### src/hdl/sbsm_pkg.sv
// Shared types and constants of the serial bank switch mapper.
package sbsm_pkg;

    // request kinds
    localparam logic [1:0] REQ_CPU_RD = 2'd0;
    localparam logic [1:0] REQ_CPU_WR = 2'd1;
    localparam logic [1:0] REQ_PPU_RD = 2'd2;
    localparam logic [1:0] REQ_PPU_WR = 2'd3;

    // target memories
    localparam logic [2:0] TGT_NONE = 3'd0;
    localparam logic [2:0] TGT_WRAM = 3'd1;
    localparam logic [2:0] TGT_PRG  = 3'd2;
    localparam logic [2:0] TGT_VRAM = 3'd3;
    localparam logic [2:0] TGT_CHR  = 3'd4;

    // configuration register indexes
    localparam logic [1:0] CFG_PRG_LG  = 2'd0;
    localparam logic [1:0] CFG_CHR_LG  = 2'd1;
    localparam logic [1:0] CFG_MIRROR  = 2'd2;

    // loader destinations, address bits 14:13
    localparam logic [1:0] SEL_CONTROL = 2'd0;
    localparam logic [1:0] SEL_CHR_LO  = 2'd1;
    localparam logic [1:0] SEL_CHR_HI  = 2'd2;
    localparam logic [1:0] SEL_PRG     = 2'd3;

    // mirroring modes
    localparam logic [2:0] MIR_PAGE0 = 3'd0;
    localparam logic [2:0] MIR_PAGE1 = 3'd1;
    localparam logic [2:0] MIR_VERT  = 3'd2;
    localparam logic [2:0] MIR_HORIZ = 3'd3;

    // program modes, control bits 3:2
    localparam logic [1:0] PRG_MODE_FIX_LOW  = 2'd2;
    localparam logic [1:0] PRG_MODE_FIX_HIGH = 2'd3;

    localparam logic [4:0] C_CTRL_RESET   = 5'h0C;
    localparam logic [4:0] C_CTRL_MODE3   = 5'h0C;
    localparam logic [2:0] C_LG_RESET     = 3'd1;
    localparam logic [2:0] C_LG_MAX       = 3'd5;
    localparam logic [2:0] C_CHR_LG_MIN   = 3'd1;
    localparam logic [2:0] C_LOAD_LAST    = 3'd5;
    localparam int         C_MAX_PRG_BANKS = 32;
    localparam int         C_PRG_LG_LIMIT  = $clog2(C_MAX_PRG_BANKS + 1) - 1;

    typedef struct packed {
        logic [4:0] ctrl;
        logic [4:0] chr_lo;
        logic [4:0] chr_hi;
        logic [4:0] prg_bank;
        logic [2:0] mirror;
        logic [2:0] prg_lg;
        logic [2:0] chr_lg;
    } t_map_state;

    typedef struct packed {
        logic [2:0]  target;
        logic [18:0] addr;
        logic        wr;
        logic [7:0]  data;
    } t_result;

endpackage

### src/hdl/serial_bank_switch_mapper.sv
// Top level of the serial bank switch mapper: input register, translation, result register.
//
// channel  | direction | tvalid/tready         | payload
// s        | in        | i_s_tvalid/o_s_tready | tuser req_type, tdata address+data
// m        | out       | o_m_tvalid/i_m_tready | tuser target+is_write, tdata address+data
// cfg      | in        | i_cfg_we              | i_cfg_index, i_cfg_wdata
//
// One word per cycle unless the output stalls.
// The loader registers update as a word moves into the result register, so
// accesses see the state left by all earlier words.
// A stalled output holds the result register and then the input register.
// Synchronous active-low reset empties both registers and loads reset state.
module serial_bank_switch_mapper
    import sbsm_pkg::*;
(
    input  logic        i_clk,
    input  logic        i_rst_n,
    input  logic        i_s_tvalid,
    output logic        o_s_tready,
    input  logic [23:0] i_s_tdata,   // bus_address[15:0], write_value[23:16]
    input  logic [1:0]  i_s_tuser,   // req_type[1:0]
    output logic        o_m_tvalid,
    input  logic        i_m_tready,
    output logic [31:0] o_m_tdata,   // mem_address[18:0], write_data[26:19], zero
    output logic [3:0]  o_m_tuser,   // target[2:0], is_write[3]
    input  logic        i_cfg_we,
    input  logic [1:0]  i_cfg_index,
    input  logic [2:0]  i_cfg_wdata
);

    logic        r_in_valid;
    logic [1:0]  r_in_type;
    logic [15:0] r_in_addr;
    logic [7:0]  r_in_data;
    logic        r_out_valid;
    t_result     r_out;
    t_result     result;
    t_map_state  map_state;
    logic        out_free;
    logic        move;

    assign out_free   = !r_out_valid || i_m_tready;
    assign move       = r_in_valid && out_free;
    assign o_s_tready = !r_in_valid || out_free;

    sbsm_loader u_loader (
        .i_clk       (i_clk),
        .i_rst_n     (i_rst_n),
        .i_cfg_we    (i_cfg_we),
        .i_cfg_index (i_cfg_index),
        .i_cfg_wdata (i_cfg_wdata),
        .i_step      (move),
        .i_req_type  (r_in_type),
        .i_addr      (r_in_addr),
        .i_data      (r_in_data),
        .o_state     (map_state)
    );

    sbsm_xlate u_xlate (
        .i_state    (map_state),
        .i_req_type (r_in_type),
        .i_addr     (r_in_addr),
        .i_data     (r_in_data),
        .o_result   (result)
    );

    always_ff @(posedge i_clk) begin
        if (!i_rst_n) begin
            r_in_valid  <= 1'b0;
            r_out_valid <= 1'b0;
        end else begin
            if (o_s_tready)
                r_in_valid <= i_s_tvalid;
            if (out_free)
                r_out_valid <= r_in_valid;
        end
        if (o_s_tready && i_s_tvalid) begin
            r_in_type <= i_s_tuser;
            r_in_addr <= i_s_tdata[15:0];
            r_in_data <= i_s_tdata[23:16];
        end
        if (move)
            r_out <= result;
    end

    assign o_m_tvalid = r_out_valid;
    assign o_m_tdata  = {5'd0, r_out.data, r_out.addr};
    assign o_m_tuser  = {r_out.wr, r_out.target};

`ifndef SYNTHESIS
    a_none_is_empty: assert property (@(posedge i_clk) disable iff (!i_rst_n)
        o_m_tvalid && o_m_tuser[2:0] == TGT_NONE |-> o_m_tdata == 32'd0)
        else $error("no-target result carries data");

    a_read_no_data: assert property (@(posedge i_clk) disable iff (!i_rst_n)
        o_m_tvalid && !o_m_tuser[3] |-> o_m_tdata[26:19] == 8'd0)
        else $error("read result carries write data");

    a_wram_range: assert property (@(posedge i_clk) disable iff (!i_rst_n)
        o_m_tvalid && o_m_tuser[2:0] == TGT_WRAM |-> o_m_tdata[18:13] == 6'd0)
        else $error("work RAM address out of range");

    a_in_held: assert property (@(posedge i_clk) disable iff (!i_rst_n)
        r_in_valid && !move |=> r_in_valid)
        else $error("input word dropped while stalled");
`endif

endmodule

### src/hdl/sbsm_loader.sv
// Serial loader, mapper registers and configuration registers.
module sbsm_loader
    import sbsm_pkg::*;
(
    input  logic        i_clk,
    input  logic        i_rst_n,
    input  logic        i_cfg_we,
    input  logic [1:0]  i_cfg_index,
    input  logic [2:0]  i_cfg_wdata,
    input  logic        i_step,
    input  logic [1:0]  i_req_type,
    input  logic [15:0] i_addr,
    input  logic [7:0]  i_data,
    output t_map_state  o_state
);

    logic [4:0] r_shift, n_shift;
    logic [2:0] r_count, n_count;
    logic [4:0] r_ctrl, n_ctrl;
    logic [4:0] r_chr_lo, n_chr_lo;
    logic [4:0] r_chr_hi, n_chr_hi;
    logic [4:0] r_prg_bank, n_prg_bank;
    logic [2:0] r_mirror, n_mirror;
    logic [2:0] r_prg_lg, n_prg_lg;
    logic [2:0] r_chr_lg, n_chr_lg;
    logic [4:0] shifted;
    logic [2:0] count_inc;

    assign shifted   = {i_data[0], r_shift[4:1]};
    assign count_inc = r_count + 3'd1;

    always_comb begin
        n_shift    = r_shift;
        n_count    = r_count;
        n_ctrl     = r_ctrl;
        n_chr_lo   = r_chr_lo;
        n_chr_hi   = r_chr_hi;
        n_prg_bank = r_prg_bank;
        n_mirror   = r_mirror;
        n_prg_lg   = r_prg_lg;
        n_chr_lg   = r_chr_lg;
        if (i_step && i_req_type == REQ_CPU_WR && i_addr[15]) begin
            if (i_data[7]) begin
                n_shift  = '0;
                n_count  = '0;
                n_ctrl   = r_ctrl | C_CTRL_MODE3;
                n_mirror = {1'b0, r_ctrl[1:0]};
            end else if (count_inc >= C_LOAD_LAST) begin
                n_shift = '0;
                n_count = '0;
                case (i_addr[14:13])
                    SEL_CONTROL: begin
                        n_ctrl   = shifted;
                        n_mirror = {1'b0, shifted[1:0]};
                    end
                    SEL_CHR_LO: n_chr_lo = shifted;
                    SEL_CHR_HI: n_chr_hi = shifted;
                    default:    n_prg_bank = shifted;
                endcase
            end else begin
                n_shift = shifted;
                n_count = count_inc;
            end
        end
        if (i_cfg_we) begin
            case (i_cfg_index)
                CFG_PRG_LG: n_prg_lg = i_cfg_wdata;
                CFG_CHR_LG: n_chr_lg = i_cfg_wdata;
                CFG_MIRROR: n_mirror = i_cfg_wdata;
                default: ;
            endcase
        end
    end

    always_ff @(posedge i_clk) begin
        if (!i_rst_n) begin
            r_shift    <= '0;
            r_count    <= '0;
            r_ctrl     <= C_CTRL_RESET;
            r_chr_lo   <= '0;
            r_chr_hi   <= 5'd1;
            r_prg_bank <= '0;
            r_mirror   <= MIR_VERT;
            r_prg_lg   <= C_LG_RESET;
            r_chr_lg   <= C_LG_RESET;
        end else begin
            r_shift    <= n_shift;
            r_count    <= n_count;
            r_ctrl     <= n_ctrl;
            r_chr_lo   <= n_chr_lo;
            r_chr_hi   <= n_chr_hi;
            r_prg_bank <= n_prg_bank;
            r_mirror   <= n_mirror;
            r_prg_lg   <= n_prg_lg;
            r_chr_lg   <= n_chr_lg;
        end
    end

    assign o_state = '{ctrl: r_ctrl, chr_lo: r_chr_lo, chr_hi: r_chr_hi,
                       prg_bank: r_prg_bank, mirror: r_mirror,
                       prg_lg: r_prg_lg, chr_lg: r_chr_lg};

endmodule

### src/hdl/sbsm_xlate.sv
// Address translation of one bus access against the current mapper state.
module sbsm_xlate
    import sbsm_pkg::*;
(
    input  t_map_state  i_state,
    input  logic [1:0]  i_req_type,
    input  logic [15:0] i_addr,
    input  logic [7:0]  i_data,
    output t_result     o_result
);

    logic [2:0]  prg_lg, chr_lg;
    logic [4:0]  prg_mask, chr_mask;
    logic [4:0]  prg_bank, chr_bank;
    logic        upper;
    logic [1:0]  nt;
    logic [4:0]  pal_off;
    logic [13:0] p;
    logic        writing;

    assign writing = i_req_type[0];
    assign p       = i_addr[13:0];
    assign upper   = i_addr[14];

    always_comb begin
        prg_lg = (i_state.prg_lg > C_LG_MAX) ? C_LG_MAX : i_state.prg_lg;
        if (prg_lg > 3'(C_PRG_LG_LIMIT))
            prg_lg = 3'(C_PRG_LG_LIMIT);
        chr_lg = i_state.chr_lg;
        if (chr_lg < C_CHR_LG_MIN)
            chr_lg = C_CHR_LG_MIN;
        if (chr_lg > C_LG_MAX)
            chr_lg = C_LG_MAX;
        prg_mask = 5'((6'd1 << prg_lg) - 6'd1);
        chr_mask = 5'((6'd1 << chr_lg) - 6'd1);

        case (i_state.ctrl[3:2])
            PRG_MODE_FIX_LOW:  prg_bank = upper ? i_state.prg_bank : 5'd0;
            PRG_MODE_FIX_HIGH: prg_bank = upper ? prg_mask : i_state.prg_bank;
            default:           prg_bank = {i_state.prg_bank[4:1], upper};
        endcase
        prg_bank = prg_bank & prg_mask;

        if (i_state.ctrl[4])
            chr_bank = p[12] ? i_state.chr_hi : i_state.chr_lo;
        else
            chr_bank = {i_state.chr_lo[4:1], p[12]};
        chr_bank = chr_bank & chr_mask;

        case (i_state.mirror)
            MIR_PAGE0: nt = 2'd0;
            MIR_PAGE1: nt = 2'd1;
            MIR_VERT:  nt = {1'b0, p[10]};
            MIR_HORIZ: nt = {p[11], 1'b0};
            default:   nt = p[11:10];
        endcase

        pal_off = (p[4:0] == 5'h10) ? 5'h00 : p[4:0];

        o_result = '0;
        if (!i_req_type[1]) begin
            if (i_addr[15:13] == 3'b011) begin
                o_result.target = TGT_WRAM;
                o_result.addr   = {6'd0, i_addr[12:0]};
                o_result.wr     = writing;
            end else if (i_addr[15] && !writing) begin
                o_result.target = TGT_PRG;
                o_result.addr   = {prg_bank, i_addr[13:0]};
            end
        end else begin
            o_result.wr = writing;
            if (p[13:8] == 6'h3F) begin
                o_result.target = TGT_VRAM;
                o_result.addr   = {11'h03F, 3'd0, pal_off};
            end else if (p[13]) begin
                o_result.target = TGT_VRAM;
                o_result.addr   = {5'd0, 2'b10, nt, p[9:0]} | 19'h0;
            end else begin
                o_result.target = TGT_CHR;
                o_result.addr   = {2'd0, chr_bank, p[11:0]};
            end
        end
        o_result.data = o_result.wr ? i_data : 8'd0;
    end

endmodule
### config.mk
export PLATFORM = sky130hd
export DESIGN_NAME = serial_bank_switch_mapper
export DESIGN_NICKNAME = d
export VERILOG_FILES = /design/src/hdl/sbsm_pkg.sv /design/src/hdl/serial_bank_switch_mapper.sv /design/src/hdl/sbsm_loader.sv /design/src/hdl/sbsm_xlate.sv
export SDC_FILE = /design/constraint.sdc
export NUM_CORES = 1
export LEC_CHECK = 0
export BUFFER_PORTS_ARGS = -buffer_cell sky130_fd_sc_hd__buf_2
export CAP_MARGIN = 10
export CORE_MARGIN = 10
export CORE_UTILIZATION = 35
export CTS_BUF_LIST = sky130_fd_sc_hd__clkbuf_16
export DETAILED_ROUTE_END_ITERATION = 10
export GPL_TIMING_DRIVEN = 0
export PLACE_DENSITY = 0.65
export SYNTH_ARGS = -nofsm -noshare
export SYNTH_HDL_FRONTEND = slang
export SYNTH_SLANG_ARGS = --single-unit
### constraint.sdc
create_clock -name i_clk -period 4.7 [get_ports i_clk]
set_input_delay 0.235 -clock i_clk [delete_from_list [all_inputs] [get_ports i_clk]]
set_output_delay 0.235 -clock i_clk [all_outputs]
set_load 0.005 [all_outputs]
==> implementation parameters <==
Parameter                              Value

Status
  Result of the run ... complete, no violations

Worst setup path
  Gate family responsible for the most delay along the worst path ... compound AO/OA/AOI/OAI gates
  CP Max Fanout ... 6
  Critical path cell sequence ... inv_1 > ha_1 > or3b_1 > clkbuf_1 > a31oi_1 > a2111oi_0 > o311ai_1
  Capture instance of the worst register-to-register path ... u_loader.r_mirror[1]
  Endpoint type of the worst setup path ... flip-flop
  Critical path's slowest cell ... sky130_fd_sc_hd__dfxtp_1
  Arrival @ worst endpoint ... around 2400 ps
  Critical Setup Path Class ... reg -> reg
  Worst reg2reg path startpoint ... u_loader.r_count[0]
  Path depth of the worst reg2reg path ... 7
  Flop2flop setup slack ... 2560 ps
  Delay of the slowest cell on the worst path ... 380 ps
  Crit path required time ... ~4900 ps
  Buffer and inverter count on the worst path ... 2
  Element type at the critical path start ... flip-flop

Global routing
  Global route overflow ... 0
  Antenna violations before repair ... 0
  Maximum number of pins on one net before global-route repair ... 27
  Via count of the first global-routing pass ... 2,797
  Total routing resource utilization after global routing ... 0.108
  Wire length of the first global-routing pass ... approximately 14,000 um

Placement
  Routability congestion estimate ... just over 0.8
  Final HPWL from detailed placement ... ~6800 um
  Count of buffers from port buffering ... 67

STA
  Final Slew Violations ... 0
  Post-route worst hold slack ... about 70 ps
  Layout Skew ... 6.24 ps
  Setup_tns ... 0 ps
  Max frequency ... around 470 MHz
  Share of the clock period used by the worst path ... 0.455
  RSZ-0062 raised after global routing ... false
  Shortest period the worst path allows ... about 2100 ps
  Worst rel slew slack ... 0.261
  Final setup violation count ... 0
  Fin. Hold Viols ... 0
  Least-Margin Pin Slew ... 1110 ps

Clocking
  Clock root buffer master ... sky130_fd_sc_hd__clkbuf_16
  Post-CTS Hold Fix Bufs ... 0
  Max H-tree Level ... 3
  Postcts setup bufs ... 0
  Clock insertion delay at the later pin of the skew report ... approximately 340 ps
  Clock slew seen by the registers of the worst setup and hold paths ... approximately 60 ps
  Worst-case clock buffer depth ... 2
  Total clock buffers created by CTS ... 9
  Number of gates resized after cts ... 0
  Clock tree from TritonCTS ... built
  Number of clock sinks ... 95

Synthesis
  Portion of synthesized cell area occupied by the leading cell type ... 0.432
  Leading post-synthesis cells by cell area ... sky130_fd_sc_hd__edfxtp_1, sky130_fd_sc_hd__dfxtp_1, sky130_fd_sc_hd__mux2i_1, sky130_fd_sc_hd__nor2b_1, sky130_fd_sc_hd__nand2_1
  Area leader, netlist ... sky130_fd_sc_hd__edfxtp_1
  Share of flip-flops with an asynchronous set or reset ... 0
  Number of flops mapped to enable cells by yosys ... 57
  Netlist cell types ... between 50 and 60
  Mean post-synth cell area ... 12.4 um^2
  Sequential area share after synthesis ... 0.625
  Cell area after technology mapping ... 3960 um^2
  Syn Inst Count ... 320
  Warnings from Yosys ... 0
  Most frequently used flop master after synthesis ... sky130_fd_sc_hd__edfxtp_1
  Yosys reg bits ... 95

Floorplan
  Site row count ... 38
  Ports placed on the boundary ... 74
  Die X-Extent ... roughly 130 um
  Die height ... 126 um
  Core area ... about 11,000 um^2
  Die Area ... between 15,000 and 20,000 um^2
  Initial standard-cell utilization of the core ... 0.362

Routing
  Post-route ant nets ... 0
  Number of remaining DRC errors ... 0
  DRC violation total after the first TritonRoute iteration ... 220
  Router iterations before antenna repair ... 4
  Number of vias per cell after detailed routing ... 4.96
  Total via count in the routed design ... between 2,000 and 3,000
  Average wire per cell in the routed design ... about 16 um
  DRT Wirelength ... just under 9000 um

Pwr
  Pleak ... 1.93 nW
  Power per cell area ... between 300 and 400 nW/um^2
  VDD IR max ... around 0.16 mV

Final layout
  Proportion of layout cells with a drive suffix above 1 ... 0.240
  Layout net count ... roughly 440
  Relative area change from synthesis to final layout ... 21.3%
  Footprint of the multi-input gates ... about 1400 um^2
  Area used by sequential logic in the layout ... ~2500 um^2
  Total inserted antenna cells ... 0
  FILL cells ... roughly 1,000

Worst hold path
  Hold Path Sink ... r_in_type[1]
  WHS Path Cells ... 1
  Tightest Hold Check Type ... in -> reg
  Origin of the worst min-delay path ... i_s_tuser[1]

Job
  Max-cap viol count ... 0
-- sequential cells by signal (all words and copies together) (netlist names) --
register	cells
r_in_valid	1
u_loader.r_ctrl	5
u_loader.r_count	3
u_loader.r_chr_hi	5
o_m_tvalid	1
u_loader.r_chr_lo	5
r_in_addr	16
r_in_type	2
r_in_data	8
o_m_tdata	27
u_loader.r_mirror	3
u_loader.r_chr_lg	3
o_m_tuser	4
u_loader.r_prg_bank	5
u_loader.r_prg_lg	3
u_loader.r_shift	4
-- layout by cell type (no fill, tap or decap), types with 12 or more instances in the layout --
master                     Yosys  final
sky130_fd_sc_hd__buf_2         0     67
sky130_fd_sc_hd__edfxtp_1     57     57
sky130_fd_sc_hd__dfxtp_1      38     38
sky130_fd_sc_hd__nand2_1      34     34
sky130_fd_sc_hd__mux2i_1      28     28
sky130_fd_sc_hd__nor2b_1      25     24
sky130_fd_sc_hd__clkbuf_1     12     12
sky130_fd_sc_hd__a21oi_1      12     12
sky130_fd_sc_hd__and2_1       12     12
-- stage by stage --
stage	utilization	cell area [um^2]	std cells	setup slack (ps)	power, mW
floorplan	-	3970	324	2320	1.01
global placement	0.410	4480	531	1840	1.06
detailed placement	0.412	4500	532	2590	1.06
CTS	0.439	4800	548	2570	1.77
global route	0.439	4800	548	2410	1.83
finish	0.439	4800	548	2560	1.76
-- worst max-delay path by stage --
stage	end	slack [ps]	depth (start not counted)	start
global placement	o_m_tdata[17]	1840	3	o_m_tvalid
detailed placement	u_loader.r_mirror[1]	2590	7	u_loader.r_count[0]
CTS	u_loader.r_mirror[1]	2570	7	u_loader.r_count[0]
finish	u_loader.r_mirror[1]	2560	7	u_loader.r_count[0]
global route	u_loader.r_mirror[1]	2410	7	u_loader.r_count[0]
floorplan	o_m_tdata[0]	2320	3	o_m_tvalid
-- kinds of logic after synthesis --
kind of cell / after synthesis / share of synthesized area
and+or+nand+nor: 117 / 0.177
xor gates and xnor gates: 1 / 0.00221
DFF: 95 / 0.625
other: 1 / 0.000947
buffers and inverters: 24 / 0.0303
muxes: 28 / 0.0708
AOI/OAI and AO/OA: 52 / 0.0876
adders and majority gates: 2 / 0.00632
-- synth_stat cells (3+ instances only) --
master                     number
sky130_fd_sc_hd__inv_1          5
sky130_fd_sc_hd__nor3_1         3
sky130_fd_sc_hd__nand3b_1       4
sky130_fd_sc_hd__a32oi_1        4
sky130_fd_sc_hd__dfxtp_1       38
sky130_fd_sc_hd__nor2b_1       25
sky130_fd_sc_hd__nand2_1       34
sky130_fd_sc_hd__nor4_1         4
sky130_fd_sc_hd__edfxtp_1      57
sky130_fd_sc_hd__and2_1        12
sky130_fd_sc_hd__nor2_1        10
sky130_fd_sc_hd__a22oi_1        3
sky130_fd_sc_hd__mux2i_1       28
sky130_fd_sc_hd__nor3b_1        3
sky130_fd_sc_hd__a21oi_1       12
sky130_fd_sc_hd__o21a_1         3
sky130_fd_sc_hd__a21o_1         4
sky130_fd_sc_hd__buf_4          6
sky130_fd_sc_hd__clkbuf_1      12
sky130_fd_sc_hd__o21ai_0       10
sky130_fd_sc_hd__nand3_1        3
-- area by class of cell --
type                            count  area share
Clock inverter                      7      0.0154
Buffer                             19      0.0211
Inverter                            5     0.00391
Sequential cell                    95       0.515
Clock buffer                        9      0.0469
Timing Repair Buffer               68      0.0730
Multi-Input combinational cell    205       0.288
Tap cell                          140      0.0365
-- worst reg2reg max path, stage by stage (launching register included) --
cell and delay, ps:
sky130_fd_sc_hd__dfxtp_1 380, sky130_fd_sc_hd__inv_1 60, sky130_fd_sc_hd__ha_1 290, sky130_fd_sc_hd__or3b_1 360
sky130_fd_sc_hd__clkbuf_1 170, sky130_fd_sc_hd__a31oi_1 380, sky130_fd_sc_hd__a2111oi_0 150, sky130_fd_sc_hd__o311ai_1 260
-- power by group --
part           switching [mW]  total (mW)  internal [mW]
registers              0.0153       0.933          0.918
clock network           0.302       0.716          0.414
logic                  0.0590       0.107         0.0481
-- metal layers --
layer,wire (um),part of all wire,track usage,vias up
met1,3980,0.46,0.132,1295
met3,449,0.051,0.0312,11
met4,161,0.018,0.0442,0
met5,0,0,0,-
li1,-,-,-,1330
met2,4140,0.47,0.175,83
Power figures use the tool's default switching activity.
